==> src/design/failsafe_arming_supervisor_assert.svh <==
// Assertion macros for the failsafe and arming supervisor.
// Each macro samples on clk and is disabled while arst_n is low.
`ifndef FAILSAFE_ARMING_SUPERVISOR_ASSERT_SVH
`define FAILSAFE_ARMING_SUPERVISOR_ASSERT_SVH

// The condition must hold at every clock edge.
`define FAS_ASSERT_ALWAYS(lbl, cond, msg) \
	lbl: assert property (@(posedge clk) disable iff (!arst_n) (cond)) else $error(msg);

// The consequent must hold in the cycle after the antecedent.
`define FAS_ASSERT_NEXT(lbl, ante, cons, msg) \
	lbl: assert property (@(posedge clk) disable iff (!arst_n) (ante) |=> (cons)) \
		else $error(msg);

`endif

==> src/design/fas_pkg.sv <==
// Shared types and constants for the failsafe and arming supervisor.
// No dependencies; used by fas_core and failsafe_arming_supervisor.
`default_nettype none

package fas_pkg;

	localparam int TIME_W   = 32;
	localparam int PHASE_W  = 3;
	localparam int DIS_W    = 4;
	localparam int CFG_IDX_W = 3;
	localparam int IN_DATA_W  = 80;
	localparam int OUT_DATA_W = 16;

	localparam logic [PHASE_W-1:0] PH_IDLE     = 3'd0;
	localparam logic [PHASE_W-1:0] PH_HOLD     = 3'd1;
	localparam logic [PHASE_W-1:0] PH_STAGE1   = 3'd2;
	localparam logic [PHASE_W-1:0] PH_STAGE2   = 3'd3;
	localparam logic [PHASE_W-1:0] PH_RECOVERY = 3'd4;

	localparam int DIS_ARM_BIT = 0;
	localparam int DIS_THR_BIT = 1;
	localparam int DIS_FS_BIT  = 2;
	localparam int DIS_USB_BIT = 3;

	localparam logic [CFG_IDX_W-1:0] CFG_HOLD_TIME     = 3'd0;
	localparam logic [CFG_IDX_W-1:0] CFG_STAGE1_TIME   = 3'd1;
	localparam logic [CFG_IDX_W-1:0] CFG_RECOVERY_TIME = 3'd2;
	localparam logic [CFG_IDX_W-1:0] CFG_RTH_ON_FS     = 3'd3;
	localparam logic [CFG_IDX_W-1:0] CFG_PREARM_CYCLE  = 3'd4;

	localparam logic [TIME_W-1:0] HOLD_TIME_RST     = 32'd100000;
	localparam logic [TIME_W-1:0] STAGE1_TIME_RST   = 32'd1000000;
	localparam logic [TIME_W-1:0] RECOVERY_TIME_RST = 32'd1000000;

	typedef struct packed {
		logic [TIME_W-1:0] hold_time_us;
		logic [TIME_W-1:0] stage1_time_us;
		logic [TIME_W-1:0] recovery_time_us;
		logic              home_on_loss;
		logic              prearm_needs_cycle;
	} fas_cfg_t;

	typedef struct packed {
		logic [PHASE_W-1:0] phase;
		logic [TIME_W-1:0]  phase_start;
		logic               arm_flag;
		logic               fs_flag;
		logic               blocked_flag;
		logic               override_flag;
		logic               rearm_hold_ok;
		logic               checked_arm;
		logic               ready_seen;
		logic [1:0]         disable_latch;
		logic               prev_fs_active;
		logic               prearm_ok;
	} fas_state_t;

	typedef struct packed {
		logic [TIME_W-1:0] now_us;
		logic [TIME_W-1:0] last_frame_us;
		logic              link_up;
		logic              signal_lost;
		logic              home_nav;
		logic              arm_switch;
		logic              prearm_switch;
		logic              usb_attached;
		logic              throttle_safe;
		logic              turtle_request;
		logic              turtle_ok;
	} fas_in_t;

	typedef struct packed {
		logic               armed;
		logic               failsafe_on;
		logic               outputs_blocked;
		logic [PHASE_W-1:0] phase_out;
		logic               stick_override;
		logic               rth_failsafe;
		logic [DIS_W-1:0]   disable_reasons;
		logic               motor_forward_req;
	} fas_res_t;

endpackage

`default_nettype wire

==> src/design/failsafe_arming_supervisor.sv <==
// Failsafe and arming supervisor: one control-loop tick per input item.
// Depends on fas_pkg, fas_core and failsafe_arming_supervisor_assert.svh.
//
// Usage:
//   s_axis carries one tick of receiver and switch inputs per item; m_axis
//   returns exactly one result item per tick, in order.
//   cfg_valid/cfg_ready write one register by index (0 hold time, 1 stage-1
//   time, 2 recovery time, 3 return home on failsafe, 4 prearm cycle rule);
//   other indexes are ignored. cfg_ready is always high. Write only when idle.
//   A tick is held in the input stage, then its result in the result register,
//   which drives m_axis (two register stages). Throughput: one tick per cycle
//   while the receiver does not stall, set by the combinational state update
//   in fas_core between the input stage and the result register.
//   When the receiver stalls, the result register holds and the input stage
//   takes one more tick, after which s_axis_tready drops until the result
//   is taken.
//   Reset clears both stages, loads the register defaults and puts the
//   supervisor in the idle phase with failsafe and output block set and
//   the arm switch disable reason latched.
`default_nettype none

module failsafe_arming_supervisor (
	input  wire                             clk,
	input  wire                             arst_n,
	input  wire                             s_axis_tvalid,
	output logic                            s_axis_tready,
	// now_us[31:0], last_frame_us[63:32], link_up[64], signal_lost[65],
	// home_nav[66], arm_switch[67], prearm_switch[68], usb_attached[69],
	// throttle_safe[70], turtle_request[71], turtle_ok[72], zeros above.
	input  wire  [fas_pkg::IN_DATA_W-1:0]   s_axis_tdata,
	output logic                            m_axis_tvalid,
	input  wire                             m_axis_tready,
	// armed[0], failsafe_on[1], outputs_blocked[2], phase_out[5:3],
	// stick_override[6], rth_failsafe[7], disable_reasons[11:8],
	// motor_forward_req[12], zeros above.
	output logic [fas_pkg::OUT_DATA_W-1:0]  m_axis_tdata,
	input  wire                             cfg_valid,
	output logic                            cfg_ready,
	input  wire  [fas_pkg::CFG_IDX_W-1:0]   cfg_index,
	input  wire  [fas_pkg::TIME_W-1:0]      cfg_data
);
	import fas_pkg::*;

	fas_cfg_t   cfg_q;
	fas_state_t st_q;
	fas_state_t st_nxt;
	fas_in_t    in_s1;
	fas_res_t   res;
	fas_res_t   res_s2;
	logic       vld_s1;
	logic       vld_s2;
	logic       adv;

	assign cfg_ready     = 1'b1;
	assign adv           = vld_s1 && (!vld_s2 || m_axis_tready);
	assign s_axis_tready = !vld_s1 || adv;
	assign m_axis_tvalid = vld_s2;
	assign m_axis_tdata  = {{(OUT_DATA_W - $bits(fas_res_t)){1'b0}},
		res_s2.motor_forward_req, res_s2.disable_reasons, res_s2.rth_failsafe,
		res_s2.stick_override, res_s2.phase_out, res_s2.outputs_blocked,
		res_s2.failsafe_on, res_s2.armed};

	always_ff @(posedge clk or negedge arst_n) begin
		if (!arst_n) begin
			cfg_q.hold_time_us       <= HOLD_TIME_RST;
			cfg_q.stage1_time_us     <= STAGE1_TIME_RST;
			cfg_q.recovery_time_us   <= RECOVERY_TIME_RST;
			cfg_q.home_on_loss       <= 1'b0;
			cfg_q.prearm_needs_cycle <= 1'b1;
		end else if (cfg_valid && cfg_ready) begin
			case (cfg_index)
				CFG_HOLD_TIME:     cfg_q.hold_time_us       <= cfg_data;
				CFG_STAGE1_TIME:   cfg_q.stage1_time_us     <= cfg_data;
				CFG_RECOVERY_TIME: cfg_q.recovery_time_us   <= cfg_data;
				CFG_RTH_ON_FS:     cfg_q.home_on_loss       <= cfg_data[0];
				CFG_PREARM_CYCLE:  cfg_q.prearm_needs_cycle <= cfg_data[0];
				default: begin
				end
			endcase
		end
	end

	always_ff @(posedge clk or negedge arst_n) begin
		if (!arst_n) begin
			st_q.phase          <= PH_IDLE;
			st_q.phase_start    <= '0;
			st_q.arm_flag       <= 1'b0;
			st_q.fs_flag        <= 1'b1;
			st_q.blocked_flag   <= 1'b1;
			st_q.override_flag  <= 1'b0;
			st_q.rearm_hold_ok  <= 1'b0;
			st_q.checked_arm    <= 1'b0;
			st_q.ready_seen     <= 1'b0;
			st_q.disable_latch  <= 2'b01;
			st_q.prev_fs_active <= 1'b0;
			st_q.prearm_ok      <= 1'b1;
		end else if (adv) begin
			st_q <= st_nxt;
		end
	end

	always_ff @(posedge clk or negedge arst_n) begin
		if (!arst_n) begin
			vld_s1 <= 1'b0;
			vld_s2 <= 1'b0;
		end else begin
			if (s_axis_tvalid && s_axis_tready) begin
				vld_s1 <= 1'b1;
			end else if (adv) begin
				vld_s1 <= 1'b0;
			end
			if (adv) begin
				vld_s2 <= 1'b1;
			end else if (m_axis_tready) begin
				vld_s2 <= 1'b0;
			end
		end
	end

	always_ff @(posedge clk) begin
		if (s_axis_tvalid && s_axis_tready) begin
			in_s1.now_us         <= s_axis_tdata[31:0];
			in_s1.last_frame_us  <= s_axis_tdata[63:32];
			in_s1.link_up        <= s_axis_tdata[64];
			in_s1.signal_lost    <= s_axis_tdata[65];
			in_s1.home_nav       <= s_axis_tdata[66];
			in_s1.arm_switch     <= s_axis_tdata[67];
			in_s1.prearm_switch  <= s_axis_tdata[68];
			in_s1.usb_attached   <= s_axis_tdata[69];
			in_s1.throttle_safe  <= s_axis_tdata[70];
			in_s1.turtle_request <= s_axis_tdata[71];
			in_s1.turtle_ok      <= s_axis_tdata[72];
		end
		if (adv) begin
			res_s2 <= res;
		end
	end

	fas_core u_core (
		.cfg    (cfg_q),
		.st     (st_q),
		.item   (in_s1),
		.st_nxt (st_nxt),
		.res    (res)
	);

`include "failsafe_arming_supervisor_assert.svh"

	`FAS_ASSERT_ALWAYS(a_armed_no_reason,
		!(m_axis_tvalid && res_s2.armed && res_s2.disable_reasons != '0),
		"armed result carries a disable reason")
	`FAS_ASSERT_ALWAYS(a_ready_only_when_full,
		s_axis_tready || (vld_s1 && vld_s2 && !m_axis_tready),
		"input stalled while the pipeline can move")
	`FAS_ASSERT_NEXT(a_state_holds, !adv, $stable(st_q),
		"supervisor state changed without a tick")

endmodule

`default_nettype wire

==> src/design/fas_core.sv <==
// Combinational tick update: failsafe phase machine first, then arming logic.
// Depends on fas_pkg for the state, input, configuration and result types.
`default_nettype none

module fas_core (
	input  wire fas_pkg::fas_cfg_t   cfg,
	input  wire fas_pkg::fas_state_t st,
	input  wire fas_pkg::fas_in_t    item,
	output fas_pkg::fas_state_t      st_nxt,
	output fas_pkg::fas_res_t        res
);
	import fas_pkg::*;

	logic [TIME_W-1:0] loss;
	logic [TIME_W-1:0] loss_past_hold;
	logic [TIME_W-1:0] recovery_elapsed;
	logic              rth_fs;

	assign loss             = item.now_us - item.last_frame_us;
	assign loss_past_hold   = loss - cfg.hold_time_us;
	assign recovery_elapsed = item.now_us - st.phase_start;
	assign rth_fs           = item.home_nav && cfg.home_on_loss && item.signal_lost;

	always_comb begin
		fas_state_t      n;
		logic            fa;
		logic            fda;
		logic            can;
		logic            mfwd;
		logic [DIS_W-1:0] dis;
		logic [PHASE_W-1:0] tgt;
		logic            do_drop;
		logic            guard_rel;

		n         = st;
		mfwd      = 1'b0;
		dis       = '0;
		tgt       = st.phase;
		do_drop   = 1'b0;
		guard_rel = 1'b0;

		// Failsafe update.
		if (!item.link_up) begin
			n.fs_flag      = 1'b1;
			n.blocked_flag = 1'b1;
			guard_rel      = 1'b1;
			tgt            = PH_IDLE;
		end else if (item.signal_lost) begin
			if (rth_fs) begin
				n.fs_flag      = 1'b1;
				n.blocked_flag = 1'b0;
				tgt            = PH_STAGE1;
			end else if (st.phase == PH_STAGE2 || st.phase == PH_RECOVERY) begin
				do_drop = 1'b1;
			end else if (loss < cfg.hold_time_us) begin
				n.fs_flag      = 1'b0;
				n.blocked_flag = 1'b0;
				tgt            = PH_HOLD;
			end else if (loss_past_hold < cfg.stage1_time_us) begin
				n.fs_flag       = 1'b1;
				n.blocked_flag  = 1'b0;
				n.override_flag = 1'b1;
				tgt             = PH_STAGE1;
			end else begin
				guard_rel = 1'b1;
				do_drop   = 1'b1;
			end
		end else if (st.phase == PH_STAGE2) begin
			n.fs_flag      = 1'b1;
			n.blocked_flag = 1'b1;
			tgt            = PH_RECOVERY;
		end else if (st.phase == PH_RECOVERY) begin
			n.fs_flag      = 1'b1;
			n.blocked_flag = 1'b1;
			if (recovery_elapsed >= cfg.recovery_time_us) begin
				n.fs_flag      = 1'b0;
				n.blocked_flag = 1'b0;
				tgt            = PH_IDLE;
			end
		end else begin
			n.fs_flag      = 1'b0;
			n.blocked_flag = 1'b0;
			guard_rel      = 1'b1;
			tgt            = PH_IDLE;
		end

		if (guard_rel && st.phase == PH_STAGE1 && !item.home_nav) begin
			n.override_flag = 1'b0;
		end
		if (do_drop) begin
			n.fs_flag      = 1'b1;
			n.blocked_flag = 1'b1;
			tgt            = PH_STAGE2;
			if (st.arm_flag) begin
				n.rearm_hold_ok = 1'b1;
			end
			n.arm_flag = 1'b0;
		end
		if (st.phase != tgt) begin
			n.phase       = tgt;
			n.phase_start = item.now_us;
		end

		// Arming update.
		fa  = n.fs_flag || item.signal_lost;
		fda = fa && (!n.arm_flag || n.blocked_flag);

		if (!cfg.prearm_needs_cycle || !item.prearm_switch) begin
			n.prearm_ok = 1'b1;
		end
		if (!item.prearm_switch) begin
			n.rearm_hold_ok = 1'b0;
		end
		if (st.prev_fs_active && !fa && !item.arm_switch) begin
			n.disable_latch[DIS_ARM_BIT] = 1'b0;
		end
		n.prev_fs_active = fa;
		if (!item.link_up) begin
			n.ready_seen = 1'b0;
		end
		dis[DIS_FS_BIT]  = fda;
		dis[DIS_USB_BIT] = item.usb_attached;
		if (item.arm_switch && ((fa && !n.arm_flag) || item.usb_attached)) begin
			n.disable_latch[DIS_ARM_BIT] = 1'b1;
		end

		can = !fa && !n.checked_arm && (n.disable_latch == 2'b00) && item.prearm_switch &&
			(!cfg.prearm_needs_cycle || n.prearm_ok || n.rearm_hold_ok) && item.throttle_safe;

		if (item.arm_switch && !item.usb_attached && (n.arm_flag || !fa)) begin
			if (can) begin
				n.arm_flag = 1'b1;
				if (cfg.prearm_needs_cycle) begin
					n.prearm_ok = 1'b0;
				end
				n.rearm_hold_ok = 1'b0;
				mfwd            = !item.turtle_ok;
			end else if (!n.arm_flag) begin
				if (item.throttle_safe) begin
					n.disable_latch[DIS_ARM_BIT] = 1'b1;
				end else begin
					n.disable_latch[DIS_THR_BIT] = 1'b1;
				end
			end
			n.checked_arm = 1'b1;
		end else begin
			n.arm_flag    = 1'b0;
			n.checked_arm = 1'b0;
			if (item.link_up && !item.arm_switch) begin
				if (n.ready_seen) begin
					n.disable_latch[DIS_ARM_BIT] = 1'b0;
				end
				n.ready_seen = 1'b1;
			end
			n.disable_latch[DIS_THR_BIT] = 1'b0;
		end

		if (item.turtle_request && !item.turtle_ok) begin
			n.disable_latch[DIS_ARM_BIT] = 1'b1;
		end
		dis[1:0] = n.disable_latch;
		if (dis != '0) begin
			n.arm_flag = 1'b0;
		end

		st_nxt                = n;
		res.armed             = n.arm_flag;
		res.failsafe_on       = n.fs_flag;
		res.outputs_blocked   = n.blocked_flag;
		res.phase_out         = n.phase;
		res.stick_override    = n.override_flag;
		res.rth_failsafe      = rth_fs;
		res.disable_reasons   = dis;
		res.motor_forward_req = mfwd;
	end

endmodule

`default_nettype wire
==> config.mk <==
export PLATFORM = sky130hd
export DESIGN_NAME = failsafe_arming_supervisor
export DESIGN_NICKNAME = d
export VERILOG_FILES = /design/src/design/fas_pkg.sv /design/src/design/failsafe_arming_supervisor.sv /design/src/design/fas_core.sv
export VERILOG_INCLUDE_DIRS = /design/src /design/src/design
export SDC_FILE = /design/constraint.sdc
export NUM_CORES = 1
export LEC_CHECK = 0
export BUFFER_PORTS_ARGS = -buffer_cell sky130_fd_sc_hd__buf_2
export CAP_MARGIN = 15
export CORE_MARGIN = 2
export CORE_UTILIZATION = 61
export DETAILED_ROUTE_END_ITERATION = 8
export GPL_ROUTABILITY_DRIVEN = 0
export HOLD_SLACK_MARGIN = 0.05
export PLACE_DENSITY = 0.92
export REMOVE_ABC_BUFFERS = 1
export SLEW_MARGIN = 15
export SYNTH_ARGS = -nofsm -noshare
export SYNTH_HDL_FRONTEND = slang
export SYNTH_SLANG_ARGS = --single-unit
==> constraint.sdc <==
create_clock -name clk -period 9.01 [get_ports clk]
set_input_delay 0 -clock clk [delete_from_list [all_inputs] [get_ports clk]]
set_output_delay 0 -clock clk [all_outputs]
set_load 0.05 [all_outputs]
Word level (Yosys, flattened, before mapping) --
Index checks and enable logic that the tools add are counted.
Storage, ports and cells: memories kept 0, ROM bits 0, bits in latches 0, input bits 120, register bits after elaboration 232, output and inout port bits 19, memory bits (writable) 0, word-level logic and storage cells 173
Cells by class: magnitude comparators 3, equal/unequal tests 8, bitwise gates (word level) 0, multipliers 0, reductions and logical operators 53, mux-type cells 68, div/mod/pow operators 0, add/sub/neg operators 3, shifts and indexed selects 0
Operators with widths (count):
- $sub 32x32->32 | 3
- $lt 32x32->1 | 2
- $mux 1 | 44
- $mux 3 | 13
- $mux 35 | 1
- $ge 32x32->1 | 1
- $logic_and 1x1->1 | 20
- $mux 2 | 10
- $reduce_and 2->1 | 7
- $eq 3x2->1 const B | 4
- $logic_not 1->1 | 11
- $logic_or 1x1->1 | 10
- $eq 3x3->1 const B | 2
- $reduce_bool 2->1 | 2
- $reduce_bool 4->1 | 1
- $eq 3x1->1 const B | 1
- $logic_not 3->1 | 1
- $ne 3x3->1 | 1
- $logic_not 2->1 | 1

Logic depth before layout (Yosys ltp) --
Gate-level depths: netlist of run 1.
depth in word-level cells 26, depth in mapped cells 36, gate-level depth less buffers 35

By module --
From an unflattened synthesis of run 1, not the netlist that was laid out.
Second synthesis, totals: cells, all modules 1445, area total of the unflattened synthesis 15434.8 um^2
By module, submodules not included:
- failsafe_arming_supervisor | cells an instance 411, seq. area each 6267.3 um^2, area an instance 8171.6 um^2, times used 1
- fas_core | cells an instance 1034, seq. area each 0.0 um^2, area an instance 7263.2 um^2, times used 1

Worst setup path after synthesis of run 1 --
Ideal clock, no wire load.
kind reg2reg, start register in_s1[42] in the netlist's numbering, end register st_q[14] in the netlist's numbering, path slack 2.281 ns, buffers on the path 1, arrival time 6.603 ns, cell stages (with the launch flop) 35, cells stage by stage edfxtp_1 > ha_1 > nor2b_1 > o21ai_0 > a21boi_0 > o21ai_0 > a31oi_1 > a31oi_1 > o21bai_1 > a21o_1 > a21o_1 > a21oi_1 > xnor2_1 > ha_1 > o21a_2 > o41ai_4 > nor2_1 > a31oi_1 > nand2_1 > a221oi_1 > o21ai_0 > xnor2_1 > ha_1 > nand4_1 > nor4_1 > nand2_1 > o211ai_1 > a31oi_1 > o21bai_4 > o221a_4 > a21oi_4 > xnor2_1 > a31oi_4 > buf_12 > mux2_4
Between the ends: word-level cells in the longest chain between the ends 12
RTL lines:
- from (decl) | RTL line failsafe_arming_supervisor.sv:47 | fas_in_t in_s1;
- $sub 32x32->32 | RTL line fas_core.sv:19 | assign loss = item.now_us - item.last_frame_us;
- $sub 32x32->32 | RTL line fas_core.sv:20 | assign loss_past_hold = loss - cfg.hold_time_us;
- $lt 32x32->1 | RTL line fas_core.sv:59 | end else if (loss_past_hold < cfg.stage1_time_us) begin
- $mux 3 or $mux 1 (tied branches) | RTL line fas_core.sv:59
- $mux 3 or $mux 1 (tied branches) | RTL line fas_core.sv:55 | end else if (loss < cfg.hold_time_us) begin
- $mux 3 or $mux 1 (tied branches) | RTL line fas_core.sv:53 | end else if (st.phase == PH_STAGE2 || st.phase == PH_RECOVERY) begin
- $mux 3 or $mux 1 (tied branches) | RTL line fas_core.sv:49 | if (rth_fs) begin
- $mux 3 or $mux 1 (tied branches) | RTL line fas_core.sv:48 | end else if (item.signal_lost) begin
- $mux 3 or $mux 1 (tied branches) | RTL line fas_core.sv:43 | if (!item.link_up) begin
- $mux 3 (*) | RTL line fas_core.sv:90 | if (do_drop) begin
- $ne 3x3->1 (*) | RTL line fas_core.sv:99 | if (st.phase != tgt) begin
- $reduce_and 2->1 (no source line) (*)
- to (signal assigned) | RTL line failsafe_arming_supervisor.sv:98 | st_q <= st_nxt;
- to (decl) | RTL line failsafe_arming_supervisor.sv:45 | fas_state_t st_q;
Mark *: on every way between the ends. The rest lies on a longest branch, timed or not. A chain may end at the register's enable or synchronous reset.

Worst setup path in the final report of run 1 --
start register in_s1[42] in the netlist's numbering, end register st_q[11] in the netlist's numbering
Same word-level chain as after synthesis.

==> run summary, run 1 <==
In this run, synthesis produced a sequential element count of 230. The floorplan step defined a die boundary enclosing 0.0253 mm^2. The kind of path behind the tightest hold check was input pin to register. The largest single stage delay on the critical path is 0.49 ns. The arrival time of data at the critical path endpoint came out at 8.74 ns. Dividing the detail-routed via count by the number of cells gives 6.14. The maximum fanout encountered on the critical timing path was 32; the proportion of netlist area held by the largest area contributor was 20.7%. Dividing the detail-routed wire length by the instance count gives 20.0 um. Hold is met by 0.165 ns. The number of global-route vias before repair is 12,900. The slew at the pin closest to its max-slew limit was 1.02 ns. The tools report the number of clock buffers inserted by TritonCTS as 24. OpenSTA, run right after detailed placement, puts the worst setup slack at 0.698 ns. The run finished with clean final reports. The final layout contains routed wiring with a total length of 41,500 um.

The floorplan has 56 rows. In this run the power density over the cells is 295 mW/mm^2. The critical path startpoint category is a register. The initial utilization of the core area, before any placement, comes to 62.3%. The setup path with the least slack is of type register to register. The master cell of the clock root buffer was clkbuf_16. Setup violations remaining at the end of the flow were counted as 0. The post-route standard cell area excluding fillers came out at 0.0175 mm^2. The worst path meets setup with 0.670 ns of slack.

The count of nets left with antenna violations once routing finished came out at 0. The cell area that synthesis handed to floorplanning was 0.0147 mm^2. The main flop type after synthesis was dfrtp_1. The synthesized netlist contains 90 unique library cells. After detailed routing, the number of remaining DRC violations is 0. The width of the die works out to 159 um. After the first detailed-routing iteration, the DRC count stood at 1,381. Total congestion overflow: 0. The maximum number of pins on one net before global-route repair was 83. The number of flops mapped to enable cells by yosys is 86. The number of cells produced by synthesis is 1,490, and the sequential fraction of the synthesis area is 42.4%. For the worst setup path, the data required time is 9.41 ns. The clock period minus worst slack was 8.34 ns. TritonCTS built the clock tree.

Of all cell types, the one taking the most synthesized area is dfrtp_1. The logs give 2,012 for the net count of the finished layout and 0.179 mV for the maximum vdd ir drop. Setup total negative slack on the finished layout was measured at 0 ns. The height of the die was 159 um; the max-capacitance violation count was 0.

The worst-path cell with the longest stage delay is edfxtp_1. Count of yosys warnings during synthesis: 0. The post-route netlist has 15.3% of its cells at a drive strength greater than 1. Proportion of register bits with asynchronous set or reset after synthesis: 62.6%. After synthesis, the cell types taking the most area are dfrtp_1 21%, edfxtp_1 18%, ha_1 13%, o21ai_0 4.9%, inv_1 4.8%. Counting every sink on the clock net gives 230. After clock tree synthesis, the clock-pin slew on the worst setup and hold paths is 0.07 ns.

The overall via count from detail_route came out at 12,700. In this run the mean area of a mapped cell was 9.84 um^2. Of the available clock period, the critical path in the final layout requires 92.6%. Summed over all cells, the static leakage comes to 0.00804 uW. The region available for standard cell placement spans 0.0235 mm^2. The run gives 0 as the number of max-slew violations in the final report.

The maximum level of the CTS H-tree was 1. The completed layout was analyzed and its total power is 5170 uW. Across the routed clock network, the largest skew measured is 0.0277 ns.

The first detailed-routing pass took 5 iterations. The most common cell in the synthesized netlist is inv_1. The placement-stage cell area is 0.0156 mm^2. The number of top-level pins came out at 139. The clock reaches the later pin of the worst-skew pair after 0.54 ns.

Kind of capture point of the worst setup path: a register. The commonest cells after synthesis are 186 x inv_1, 171 x nand2_1, 157 x ha_1, 144 x o21ai_0, 121 x dfrtp_1. Measured against its own limit, the worst slew margin works out to 32.2%. The run gives 120 MHz as the fmax. The wire length of the first global-routing pass is 66,200 um, and the number of antenna violations at the first check in global routing is 1. The area growth from synthesis to layout is 19.4%.

The maximum clock path buffer count was 3. The wire-length estimate of the detail-placed layout is 25,500 um. The logs give 0 for the total count of hold-check failures in the final report and 32.3% for the overall routing resource usage. The count of buffers added on input and output ports is 127.
[cell usage in the layout, fill, tap and decap left out, types with 4 or more instances in the layout]
cell type	n
buf_2	126
a211oi_1	6
nand4_1	17
nor4_1	5
and3_1	6
xnor2_1	60
ha_1	157
nor2b_1	16
edfxtp_1	86
nor2_1	68
o21a_1	16
mux2_2	11
o21ai_0	144
inv_1	186
clkbuf_1	6
dfstp_2	23
o31ai_1	5
nand3_1	23
dlygate4sd3_1	115
a21oi_1	100
nor3_1	16
or3_1	5
nand2_1	171
conb_1	4
xor2_1	26
clkbuf_16	24
mux2_4	29
a21o_1	33
a31oi_1	6
nand2b_1	12
dfrtp_1	121
clkinv_2	6
o21bai_1	14
o211ai_1	5
and4_1	6
a21boi_0	5
[repair_timing]
action,CTS,global route
hold buffers,115,0
endpoints found under the setup margin,0,32
gates resized for setup,0,2
setup buffers,0,0
endpoints found under the hold margin,235,0
[layer usage]
metal	part of all wire, %	track usage (%)	wire length [um]	vias to the layer above
met4	6.0	17.3	2470	0
met3	9.7	6.93	4040	223
met5	0	0	0	-
li1	-	-	-	5678
met1	37	39.1	15400	5987
met2	47	54.2	19500	823
[kinds of logic after synthesis]
kind of cell,after synthesis,share of synthesized area [%]
buffers and inverters,218,6.08
AOI/OAI and AO/OA,387,17.0
adders and majority gates,160,13.8
xor gates and xnor gates,86,5.14
DFF,230,42.4
muxes,41,3.88
other,2,0.0512
and+or+nand+nor,366,11.6
[path summary, 6_finish.rpt]
kind                                              end  slack, ns                start  cells after the start
min reg2reg                m_axis_tdata[11]$_DFFE_PP_       0.49   in_s1[3]$_DFFE_PP_                      0
max in group asynchronous       cfg_q[14]$_DFFE_PN0P_       7.01               arst_n                      4
min                               in_s1[37]$_DFFE_PP_       0.17     s_axis_tdata[60]                      2
max reg2reg                      st_q[11]$_DFFE_PN0P_       0.67  in_s1[42]$_DFFE_PP_                     34
min in group asynchronous        st_q[15]$_DFFE_PN0P_       0.56               arst_n                      3
max                              st_q[11]$_DFFE_PN0P_       0.67  in_s1[42]$_DFFE_PP_                     34
[registers in the layout (all words and copies together), names as in the netlist]
name,cells
cfg_q,98
in_s1,73
m_axis_tdata,13
m_axis_tvalid,1
st_q,44
vld_s1,1
[area by class of cell]
| type | instances | area [um^2] |
|---|---|---|
| Inverter | 186 | 698 |
| Sequential cell | 230 | 6210 |
| Tap cell | 319 | 399 |
| Clock buffer | 33 | 664 |
| Multi-Input combinational cell | 1044 | 7590 |
| Clock inverter | 11 | 116 |
| Antenna cell | 1 | 2.50 |
| Timing Repair Buffer | 246 | 1830 |
| Fill cell | 1373 | 6030 |
[power breakdown]
part	switching, uW	internal, uW
clock	432	575
combinational	1560	1170
sequential	118	1310
total	2110	3060
[critical path, delay by kind of cell, from the launching register on]
kind / cells / cell delay (ns)
simple gates: 7 / 1.01
fa+ha+maj: 3 / 1.02
flops: 1 / 0.49
mux: 1 / 0.39
compound gates: 19 / 4.24
buf+inv: 1 / 0.41
xor+xnor: 3 / 0.63
[per-stage QoR]
| step | cells | utilization, % |
|---|---|---|
| floorplan | 1460 | - |
| global placement | 1910 | 66.1 |
| detailed placement | 1910 | 66.1 |
| CTS | 2069 | 74.3 |
| global route | 2070 | 74.4 |
| finish | 2070 | 74.4 |
Power figures use the tool's default switching activity.
==> inputs of run 2 (changes only) <==
--- a/config.mk
+++ b/config.mk
@@ -13,7 +13,7 @@
 export DETAILED_ROUTE_END_ITERATION = 8
 export GPL_ROUTABILITY_DRIVEN = 0
 export HOLD_SLACK_MARGIN = 0.05
-export PLACE_DENSITY = 0.92
+export PLACE_DENSITY = 0.83
 export REMOVE_ABC_BUFFERS = 1
 export SLEW_MARGIN = 15
 export SYNTH_ARGS = -nofsm -noshare
==> run 2 against run 1 <==
  * Sequential share of layout area is 0.28 points lower
  * Power shrank 0.91%
  * Via count shrank 6.2%
  * Combinational power shrank 5%
  * Register-to-register slack gained 0.15 ns
  * Clock skew fell by 0.011 ns
  * Routed wire length shrank 13%
  * Non-clock buffer count is 1 higher
  * Sequential cell count did not move
  * Largest power group unchanged
  * Setup slack gained 0.15 ns
  * Hold slack worse by 0.054 ns
==> run summary, run 2 (synthesized netlist as in run 1, its figures left out) <==
The worst slew slack as a fraction of its limit is 36.3%. The logs give 56 for the number of standard-cell rows in the floorplan and 0.00758 mm^2 for the multi-input gate area in the final layout. Area added between synthesis and finish: 20.4%. 0 antenna diodes ended up in the layout.

The worst path uses 90.9% of the clock period. The width of the die is 159 um, and the data required time at the worst endpoint is 9.42 ns. The worst path needs 8.19 ns of the cycle, external delays included. The master cell of the clock root buffer was clkbuf_16. The run gives 0.0156 mm^2 as the placement-stage cell area. Post-route standard cell area excluding fillers: 0.0176 mm^2. Most flop-heavy register: cfg_q. At the placement stage, the worst setup path has a slack of 1.03 ns. The kind of critical path is register to register. Counting cells, the worst reg-to-reg path comes to 34. The logs give 230 for the number of sinks handled by clock tree synthesis and 0 for the total count of hold-check failures in the final report. The endpoint identified for the worst register-to-register timing path is st_q[13]$_DFFE_PN0P_.

The top cell types in the final layout, fill and taps aside, are 186 x inv_1, 171 x nand2_1, 157 x ha_1, 144 x o21ai_0, 126 x buf_2. The ratio of cells with drive above 1 in the final layout came out at 15.6%. TritonCTS built the clock tree. Worst-path cell with the longest stage delay: a31oi_1. In this run the static leakage power is 0.00810 uW. Number of iterations in the first detailed-routing pass: 6. The longest clock path from root to sink contains 3 buffers.

The run gives 0 as the total congestion overflow. In this design, the critical path's most frequently occurring cell is a31oi_1. The maximum fanout encountered on the critical timing path works out to 32. The largest registers in the layout are cfg_q x98, in_s1 x73, st_q x44.

After detailed routing, the number of remaining DRC violations is 0. The overall via count from detail_route is 11,900. The most common cell after layout, fill and taps aside was inv_1. The slew at the pin closest to its max-slew limit was 0.956 ns. The fmax was 122 MHz. Worst flop-to-flop path startpoint: in_s1[42]$_DFFE_PP_.

The setup TNS came out at 0 ns. The power per cell area is 290 mW/mm^2, and the setup slack after layout is 0.816 ns. In this run the vertical extent of the chip is 159 um. Global routing used 28.3% of the available tracks. Number of global-route vias before repair: 12,000. The kind of capture point of the worst setup path was a register. Once detailed placement completed, the half-perimeter wirelength came to 24,400 um. The net count of the finished layout is 2,014, and the number of antenna violations at the first check in global routing is 0. The run gives 82 as the maximum number of pins on one net before global-route repair.

For this block, the initial DRC count from the detailed router was 887. The tool flagged a number of max-cap violations equal to 0. In this run the count of I/O pins placed on the die edge is 139. For the starting utilization of the core area, the log shows 62.3%.

The later pin in the worst-skew pair is clocked with a latency of 0.53 ns. The number of max-slew violations in the final report was 0; the antenna violation net count after detailed routing was 0. The worst-case IR drop observed on VDD is 0.180 mV. The kind of path behind the tightest hold check is input pin to async pin. The number of port buffers came out at 127. The setup slack on the worst flop-to-flop path is 0.82 ns, and the standard cell core area is 0.0235 mm^2. The minimum hold slack came out at 0.111 ns.

The flow ran to the end, and the final reports show no timing, DRC or antenna violations. The most critical setup path has its startpoint at in_s1[42]$_DFFE_PP_. Clock-pin slew was measured on the worst setup and hold paths at 0.06 ns. Critical path startpoint category: a register. Setup repair after global routing left no endpoint under its margin. The filler cells instantiated in the layout total 1,590. The first global-routing pass estimated 58,700 um of wire. Data on the critical path arrives at its endpoint at 8.61 ns.

The number of clock buffers inserted by TritonCTS is 25, and the longest individual stage delay on the worst path is 0.51 ns. The die covers 0.0253 mm^2. The run gives 0.00621 mm^2 as the register area. The logs give 0 for the count of endpoints failing setup in the final report and 1 for the maximum level of the CTS H-tree. The register with the most flip-flops in the layout has 98 of them. Between clock sinks in the finished design, the worst skew comes to 0.0166 ns. The wire length reported by the detailed router is 35,900 um, and the final routed wire length divided by cell count is 17.3 um. In the routed layout, each cell is associated on average with a via count of 5.75.

Overall power consumption after layout is estimated at 5120 uW.
[run 2: changes by cell type in the layout (fill, tap and decap cells not counted), moves of 2 or more]
cell,before,now
clkinvlp_4,0,3
clkbuf_1,6,2
clkbuf_16,24,26
clkinv_4,0,2
clkinv_2,6,3
inv_6,0,2
bufinv_16,2,5
[run 2: worst max-delay path by stage]
| stage | cells after the start | end | slack [ns] |
|---|---|---|---|
| after global placement | 34 | st_q[11]$_DFFE_PN0P_ | 1.15 |
| after global routing | 34 | st_q[13]$_DFFE_PN0P_ | 0.32 |
| after detailed placement | 34 | st_q[11]$_DFFE_PN0P_ | 1.03 |
| after CTS | 34 | st_q[11]$_DFFE_PN0P_ | 0.96 |
| final | 34 | st_q[13]$_DFFE_PN0P_ | 0.82 |
| after floorplan | 33 | st_q[11]$_DFFE_PN0P_ | 1.71 |
[run 2: worst max-delay path: cells and delay by family (launching register included)]
| kind | cells | cell delay, ns |
|---|---|---|
| AOI/OAI and AO/OA | 21 | 4.83 |
| xor gates and xnor gates | 3 | 0.52 |
| adders and majority gates | 3 | 1.03 |
| buffers and inverters | 1 | 0.27 |
| DFF | 1 | 0.47 |
| muxes | 1 | 0.37 |
| and+or+nand+nor | 5 | 0.56 |
[run 2: cell type report]
class                      count  area share, %
multi-input combinational   1044           42.9
sequential                   230           35.2
timing repair buffer         247           10.4
inverter                     186           3.96
clock buffer                  30           3.88
tap                          319           2.26
clock inverter                16           1.30
[run 2: metrics by stage]
stage / utilization, % / instances
finish: 75.0 / 2072
global route: 75.0 / 2072
CTS: 75.0 / 2072
detailed placement: 66.2 / 1911
global placement: 66.2 / 1911
floorplan: - / 1460
[run 2: per-layer routing]
layer | vias up | wire, um | track usage (%)
li1 | 5687 | - | -
met1 | 5683 | 15400 | 37.7
met3 | 94 | 2330 | 3.57
met5 | - | 0 | 0
met4 | 0 | 1190 | 9.46
met2 | 453 | 17100 | 48.2
[run 2: power breakdown]
group	switching (uW)	total, uW	leakage [uW]	internal, uW
Clock	433	1120	0.000442	691
Sequential	101	1410	0.00253	1310
Combinational	1430	2590	0.00512	1150
[run 2: timing repair]
item / 4_1_cts / 5_1_grt
endpoints found under the hold margin: 253 / 0
hold buffers: 115 / 0
gates resized for setup: 0 / 0
buffers inserted: 0 / 0
==> inputs of run 3 (changes only) <==
--- a/config.mk
+++ b/config.mk
@@ -9,11 +9,11 @@
 export BUFFER_PORTS_ARGS = -buffer_cell sky130_fd_sc_hd__buf_2
 export CAP_MARGIN = 15
 export CORE_MARGIN = 2
-export CORE_UTILIZATION = 61
+export CORE_UTILIZATION = 25
 export DETAILED_ROUTE_END_ITERATION = 8
 export GPL_ROUTABILITY_DRIVEN = 0
 export HOLD_SLACK_MARGIN = 0.05
-export PLACE_DENSITY = 0.83
+export PLACE_DENSITY = 0.41
 export REMOVE_ABC_BUFFERS = 1
 export SLEW_MARGIN = 15
 export SYNTH_ARGS = -nofsm -noshare
==> run 3 against run 2 <==
  * Design area rose by 3.5%
  * Routed wire length rose by 6.0%
  * Highest routed layer unchanged
  * Utilization fell by 43 points
  * Setup slack improved by 0.016 ns
  * Critical path type unchanged
  * Critical path depth did not move
  * Global-route usage fell by 16 points
  * First-iteration DRC count fell by 49%
  * Die area rose by 140%
==> run summary, run 3 (synthesized netlist as in run 1, its figures left out) <==
The number of max-slew violations in the final report was 0; the number of port buffers was 127. Relative to the synthesized area, the layout overhead comes to 24.6%. The estimated wirelength of the detail-placed design was 29,400 um. The run gives 11,100 as the number of global-route vias before repair. The number of clock buffers inserted by TritonCTS was 29; the overall routing resource usage was 12.6%. Counting tap cells, the placed design contains a total of 2,360 instances. The kind of path behind the tightest hold check was input pin to async pin. Leaving out fill and tap cells, the most frequent cell in the layout is inv_1. Dividing the detail-routed wire length by the instance count gives 15.1 um. The run gives 0 as the count of endpoints failing setup in the final report. Summed over all layers, the global routing overflow is 0.

After layout, the worst path uses 90.8% of the clock period. In this run the power density over the cells is 278 mW/mm^2. In the routed layout, each cell is associated on average with a via count of 4.32. For the post-cts repair resize count, the log shows 0.

STA classifies the critical path endpoint as a register. After routing, the total negative slack on setup checks comes to 0 ns. Setup repair after global routing left no endpoint under its margin.

Number of flip-flops in the largest register: 98. The tools report the number of iterations in the first detailed-routing pass as 5. Summing all placed instances gives a cell area of 0.0162 mm^2. The number of remaining DRC errors is 0, and the post-route clock skew is 0.0224 ns. The ratio of cells with drive above 1 in the final layout came out at 15.9%.

Summing internal, switching and leakage power gives 5090 uW. The tools report the number of DRC markers in iteration 0 as 448. The initial utilization of the core area, before any placement, comes to 25.4%.

The run gives 0.0606 mm^2 as the area enclosed by the die boundary. On the worst path, the slowest cell contributes a delay of 0.48 ns. The first global-routing pass estimated 60,300 um of wire.

The tools report the maximum vdd ir drop as 0.133 mV. The tools report the multi-input gate area in the final layout as 0.00758 mm^2. The number of standard-cell rows in the floorplan came out at 88.

Data arrives at the worst endpoint at 8.62 ns. Most common cell type on the critical path: a31oi_1. The setup path with the least slack is of type register to register.

The setup slack on the worst flop-to-flop path is 0.83 ns, and the maximum fanout encountered on the critical timing path is 32. Worst reg2reg path depth: 34. For the worst setup path, the data required time is 9.45 ns. The tools report the startpoint of the most critical setup path as in_s1[42]$_DFFE_PP_. The maximum level of the CTS H-tree came out at 1. TritonCTS built the clock tree.

The run gives 0.57 ns as the worst-skew pair later-pin latency. The clock period minus worst slack is 8.18 ns. After the last flow step, the layout net total stands at 2,019. The most flop-heavy register is cfg_q.

The fill cell instance count of the final layout came out at 5,950. For the standard cell core area, the log shows 0.0578 mm^2. The register area was 0.00621 mm^2. Leaving out fill and tap cells, the most frequent cells in the layout are 186 x inv_1, 171 x nand2_1, 157 x ha_1, 144 x o21ai_0, 126 x buf_2. The tools report the worst flop-to-flop path startpoint as in_s1[42]$_DFFE_PP_.

Among all stages on the critical path, the largest delay is contributed by a31oi_1. The core occupancy in the finished layout was 31.6%. The flow ran to the end, and the final reports show no timing, DRC or antenna violations. 139 I/O pins were placed.

Summed over all cells, the static leakage comes to 0.00813 uW. Number of standard cells in the layout, taps in and fillers out: 2,528. The post-CTS setup buffer count is 0, and the maximum clock path buffer count is 3. The worst register-to-register path ends at st_q[11]$_DFFE_PN0P_. Clock-pin slew was measured on the worst setup and hold paths at 0.06 ns. For this block, the via count after detailed routing is 10,900.

The master cell of the clock root buffer was clkbuf_16. The number of antenna violations at the first check in global routing was 1; the number of sinks handled by clock tree synthesis was 230. The post-route standard cell area excluding fillers is 0.0183 mm^2, and the maximum number of pins on one net before global-route repair is 80. The run gives 0 as the total count of hold-check failures in the final report. The logs give 0 for the antenna violation net count after detailed routing and 31.6% for the worst slew slack as a fraction of its limit. The height of the die is 246 um. The tool flagged a number of max-cap violations equal to 0. From left edge to right edge, the die measures 246 um. The largest registers in the layout are cfg_q x98, in_s1 x73, st_q x44. The worst setup path is launched from a register. Timing would allow up to 122 MHz. The wire length reported by the detailed router is 38,100 um. The slew at the pin closest to its max-slew limit is 1.03 ns.
-- run 3: cell count changes in the layout (fill, tap and decap cells not counted), sizes merged --
cell         change
clkbuf          +11
buf              +3
bufinv           -3
clkinv           +3
dlygate4sd3      -2
inv              -2
clkinvlp         -1
diode            +1
-- run 3: layout make-up --
type | count | area share (%)
Tap cell | 765 | 5.24
Antenna cell | 1 | 0.0137
Timing Repair Buffer | 248 | 10.1
Inverter | 186 | 3.82
Sequential cell | 230 | 34.0
Clock buffer | 41 | 4.61
Clock inverter | 13 | 0.671
Multi-Input combinational cell | 1044 | 41.5
-- run 3: what timing repair did --
action                                 4_1_cts  5_1_grt
setup endpoints to repair                    0        0
endpoints found under the hold margin      251        0
hold buffers                               113        0
-- run 3: through the flow --
stage          setup slack (ns)  hold WS, ns
2_1_floorplan              1.71       -0.296
3_3_place_gp              0.792        0.131
3_5_place_dp              0.738        0.135
4_1_cts                   0.713       0.0861
5_1_grt                   0.138        0.117
6_report                  0.832       0.0842
-- run 3: worst max path at each step --
| stage | to | cells past startpoint | slack (ns) |
|---|---|---|---|
| 2_1_floorplan | st_q[11]$_DFFE_PN0P_ | 33 | 1.71 |
| 3_3_place_gp | st_q[13]$_DFFE_PN0P_ | 34 | 0.79 |
| 3_5_place_dp | st_q[11]$_DFFE_PN0P_ | 34 | 0.74 |
| 4_1_cts | st_q[11]$_DFFE_PN0P_ | 34 | 0.71 |
| 5_1_grt | st_q[13]$_DFFE_PN0P_ | 34 | 0.14 |
| 6_report | st_q[11]$_DFFE_PN0P_ | 34 | 0.83 |
-- run 3: per-layer routing --
layer | wire, um | up-vias | track usage [%] | part of all wire, %
met5 | 0 | - | 0 | 0
met4 | 738 | 0 | 3.16 | 1.9
met3 | 1160 | 44 | 1.76 | 3.1
met2 | 16500 | 140 | 19.8 | 43
met1 | 19700 | 5041 | 18.2 | 52
li1 | - | 5699 | - | -
-- run 3: critical path: cells and delay by family (launching register included) --
family          cells  cell delay (ns)
compound gates     21             4.79
xor+xnor            3             0.53
fa+ha+maj           3             1.02
buf+inv             1             0.28
flops               1             0.47
mux                 1             0.37
simple gates        5             0.56
-- run 3: power by group --
group | switching (uW) | total [uW] | internal (uW)
combinational | 1370 | 2510 | 1140
sequential | 90.1 | 1400 | 1310
clock | 463 | 1170 | 705
